File: src/hdl/ptth_ram.sv
// Generic simple dual-port RAM with one write port and one registered read port.
module ptth_ram #(
    parameter int WIDTH = 8,
    parameter int DEPTH = 256
) (
    input  logic                     i_clk,
    input  logic                     i_we,
    input  logic [$clog2(DEPTH)-1:0] i_waddr,
    input  logic [WIDTH-1:0]         i_wdata,
    input  logic                     i_re,
    input  logic [$clog2(DEPTH)-1:0] i_raddr,
    output logic [WIDTH-1:0]         o_rdata
);

    logic [WIDTH-1:0] r_mem [DEPTH];
    logic [WIDTH-1:0] r_rdata;

    always_ff @(posedge i_clk) begin
        if (i_we) begin
            r_mem[i_waddr] <= i_wdata;
        end
        if (i_re) begin
            r_rdata <= r_mem[i_raddr];
        end
    end

    assign o_rdata = r_rdata;

endmodule

File: config.mk
export PLATFORM = sky130hd
export DESIGN_NAME = ptth_ram
export DESIGN_NICKNAME = d
export VERILOG_FILES = /design/src/hdl/ptth_ram.sv
export SDC_FILE = /design/constraint.sdc
export NUM_CORES = 2
export LEC_CHECK = 0
export CORE_ASPECT_RATIO = 0.9
export CORE_UTILIZATION = 50
export DETAILED_ROUTE_END_ITERATION = 6
export DONT_BUFFER_PORTS = 1
export GPL_TIMING_DRIVEN = 0
export MAX_ROUTING_LAYER = met4
export PLACE_DENSITY = 0.69
export SLEW_MARGIN = 20
export SYNTH_ARGS = -nofsm -noshare
export SYNTH_HDL_FRONTEND = slang
export SYNTH_SLANG_ARGS = --single-unit
File: constraint.sdc
create_clock -name i_clk -period 3.1 [get_ports i_clk]
set_clock_uncertainty 0.15 [all_clocks]
set_input_delay 0.62 -clock i_clk [delete_from_list [all_inputs] [get_ports i_clk]]
set_output_delay 0.62 -clock i_clk [all_outputs]
set_load 0.02 [all_outputs]
==> impl_results.md <==
* Status: complete, but fails checks
* Violations in the final reports: negative hold slack, negative setup slack
* Final critical-path setup slack at -0.196 ns
* Worst Path Max Fanout at 10
* Proportion of layout cells with a drive suffix above 1 at 0.254
* Gate Count Post-Synth at 3733
* Switching fraction of total power at 0.221
* Fraction of the yosys area taken by sequential cells at 0.775
* Yosys warning count at 0
* Chain of cells forming the critical path: clkbuf_1 -> nor2_1 -> nand4_1 -> clkbuf_2 -> buf_16 -> nor2_1
* Slowest stage delay, CP at 0.68 ns
* CP dominant cell by count: sky130_fd_sc_hd__nor2_1
* Power density over the cells at 631 mW/mm^2
* Max Cap Viol at 0
* R2R Path Start: r_mem[83][3]
* Total via count after detailed routing at 42400
* Dominant register cell in the synthesized netlist: sky130_fd_sc_hd__edfxtp_1
* Filler Cells Inserted at 11400
* Area of the core region at 0.158 mm^2
* Ports placed on the boundary at 35
* DPL Wire Length at 153000 um
* Reg-to-reg critical path endpoint: o_rdata[3]
* Switching power of the nets at 12600 uW
* Least-Margin Pin Slew at 1.30 ns
* Post-detailed-routing wire length at 240000 um
* Cell count of the worst reg-to-reg path at 6
* Summed instance area of the synthesized netlist at 0.0796 mm^2
* Element type at the critical path end: flop
* Avg Vias per Cell at 6.83
* Overflow left after global routing at 0
* Arrival time of data at the critical path endpoint at 3.61 ns
* Floorplan die area at 0.161 mm^2
* Non-Filler Instances at 6219
* Max stage delay cell, worst path: sky130_fd_sc_hd__nor2_1
* H-tree level count at 4
* Count of routing violations after the opening detailed-route iteration at 7858
* Count of different cell masters after synthesis at 54
* NumNets Final at 3977
* WP data required at 3.42 ns
* CP Launch Point: i_waddr[3]
* Remaining antenna violation count after routing at 0
* Initial antenna violation count at 10
* Standard-cell row count at 138
* Number of clock sinks at 2056
* Clock latency of the later-clocked register in the worst-skew pair at 0.86 ns
* Worst min-delay path category: primary input to flop
* First-pass detailed-route iteration total at 6
* Clock Power Share at 0.402
* Combinational fraction of design power at 0.058
* Sequential power share at 0.540
* Fin. max-slew vios at 0
* Chip height at 381 um
* R2R Setup Slk at 0.24 ns
* Placed Area at 0.0827 mm^2
* Max rail drop VDD at 635 uV
* Share of synthesized registers carrying an async set or reset at 0
* Design internal power at 44200 uW
* Number of buffer cells added on primary ports at 0
* Placer Congestion at 0.996
* Clock buffer depth at 3
* Library cell used as clock root buffer: sky130_fd_sc_hd__clkbuf_16
* Setup-failing EPs final at 288
* Clock-pin slew on the worst setup and hold paths at 0.06 ns
* CTS tree: built
* Post-DR wirelength/cell at 38.5 um
* Hold slack at -0.267 ns
* Fmax at 0.303 GHz
* Die extent in x at 423 um
* Avg Cell Area, Syn at 21.3 um^2
* Most frequent standard cell in the layout excluding fill and tap cells: sky130_fd_sc_hd__edfxtp_1
* Critical path class: primary input to flop
* Area added between synthesis and finish at 13.1%
* Minimum clock period after layout at 3.30 ns
* Finished Cell Area at 0.0901 mm^2
* Commonest cells after routing, fill and taps aside: sky130_fd_sc_hd__edfxtp_1 (2056), sky130_fd_sc_hd__mux4_2 (454), sky130_fd_sc_hd__nor2_1 (258)
* Total count of hold-check failures in the final report at 444
* Number of buffers created by CTS at 186
* Count of flip-flops with a built-in enable after synthesis at 2056
* Maximum number of pins on one net before global-route repair at 257
* Global Route Usage Sum at 0.302
* Launching element type of the critical path: primary input
* Placed cell count at 5847
* Initial Util at 0.505
* First-pass GRT wire length at 322000 um
* Synthesized netlist net count at 3760
* DRC viols at 0
* Flip-flop and latch count after synthesis at 2056
* Tcrit/Tclk final at 1.06
* Slew Limit Headroom at 0.130
* Vias in the first global route at 40000
* Static Leak at 0.0276 uW
* End point of the critical path: r_mem[227][6]
state kept, by name, summed over array words and instances, names as in the netlist:
register,flops
o_rdata,8
r_mem,2048
synth_stat cells (all sizes together), types with 12 or more instances:
cell | number | area, um^2
o22ai | 28 | 175
nand2 | 33 | 124
nand3 | 34 | 170
o221ai | 47 | 418
a22oi | 133 | 998
nor2 | 282 | 1060
nor3 | 22 | 110
nor4 | 27 | 188
mux4 | 456 | 10300
a211oi | 16 | 120
nor2b | 31 | 194
a21oi | 96 | 480
a221oi | 14 | 129
edfxtp | 2056 | 61700
mux2i | 134 | 1340
clkbuf | 111 | 417
o21ai | 12 | 60.1
buf | 122 | 1030
logic make-up (layout without fill, tap and decap cells):
logic type             after synthesis  count (layout)  share of synthesized area
buffers and inverters              235             607                     0.0183
AND/OR/NAND/NOR                    466             466                     0.0263
flip-flops                        2056            2056                      0.775
AO/OA/AOI/OAI                      385             385                     0.0342
other                                0              14                          0
multiplexers                       591             591                      0.146
routing by layer:
layer  vias up  global-route usage  part of all wire
li1      16200                   -                 -
met1     22200               0.413              0.37
met2      3480               0.418              0.44
met3       549               0.104              0.15
met4         0               0.118             0.045
met5         -                   -                 0
worst min-delay path by stage:
stage	depth (start not counted)	start	slack, ns	end
detailed placement	0	i_re	0.58	o_rdata[3]
floorplan	0	i_wdata[0]	0.57	r_mem[0][0]
CTS	0	i_wdata[0]	-0.29	r_mem[165][0]
global route	0	i_wdata[2]	-0.29	r_mem[228][2]
finish	0	i_wdata[2]	-0.27	r_mem[228][2]
global placement	0	i_re	0.58	o_rdata[3]
through the flow:
step                      setup TNS (ns)  total power, uW  worst slack [ns]  hold WS, ns  utilization
final                             -19.13            56800            -0.196       -0.267        0.571
after global routing             -0.0206            57800           -0.0159       -0.287        0.571
after CTS                              0            56300           0.00506       -0.291        0.567
after detailed placement         -722.16            33900             -2.40        0.583        0.524
after global placement          -1235.84            33900             -2.73        0.583        0.522
after floorplan                        0            32800             0.254        0.569            -
power by group through the flow:
stage / Sequential [uW] / Clock (uW) / Combinational [uW]
final: 30700 / 22800 / 3290
after global routing: 30700 / 23800 / 3310
after CTS: 30700 / 22800 / 2800
after detailed placement: 31300 / 0 / 2640
after global placement: 31300 / 0 / 2600
after floorplan: 31300 / 0 / 1490
worst max-delay path, delay by kind of cell:
| kind | cells | cell delay, ns |
|---|---|---|
| simple gates | 3 | 1.96 |
| buf+inv | 3 | 0.99 |
cell type report:
class | instances | area (um^2) | share of cell area
timing repair buffer | 30 | 721 | 0.00800
tap | 2100 | 2630 | 0.0292
clock inverter | 106 | 1010 | 0.0113
antenna | 14 | 35.0 | 0.000389
inverter | 2 | 7.51 | 0.0000834
clock buffer | 237 | 4890 | 0.0543
multi-input combinational | 1442 | 17300 | 0.192
sequential | 2056 | 61700 | 0.686
buffer | 232 | 1690 | 0.0188
what timing repair did:
action,4_1_cts,5_1_grt
endpoints found under the setup margin,8,90
pin swaps,4,7
buffers inserted,1,0
hold buffers,1,14
hold endpoints to repair,2056,1006
gates resized for setup,192,84
Note: power is estimated with default switching activity, not from simulation.
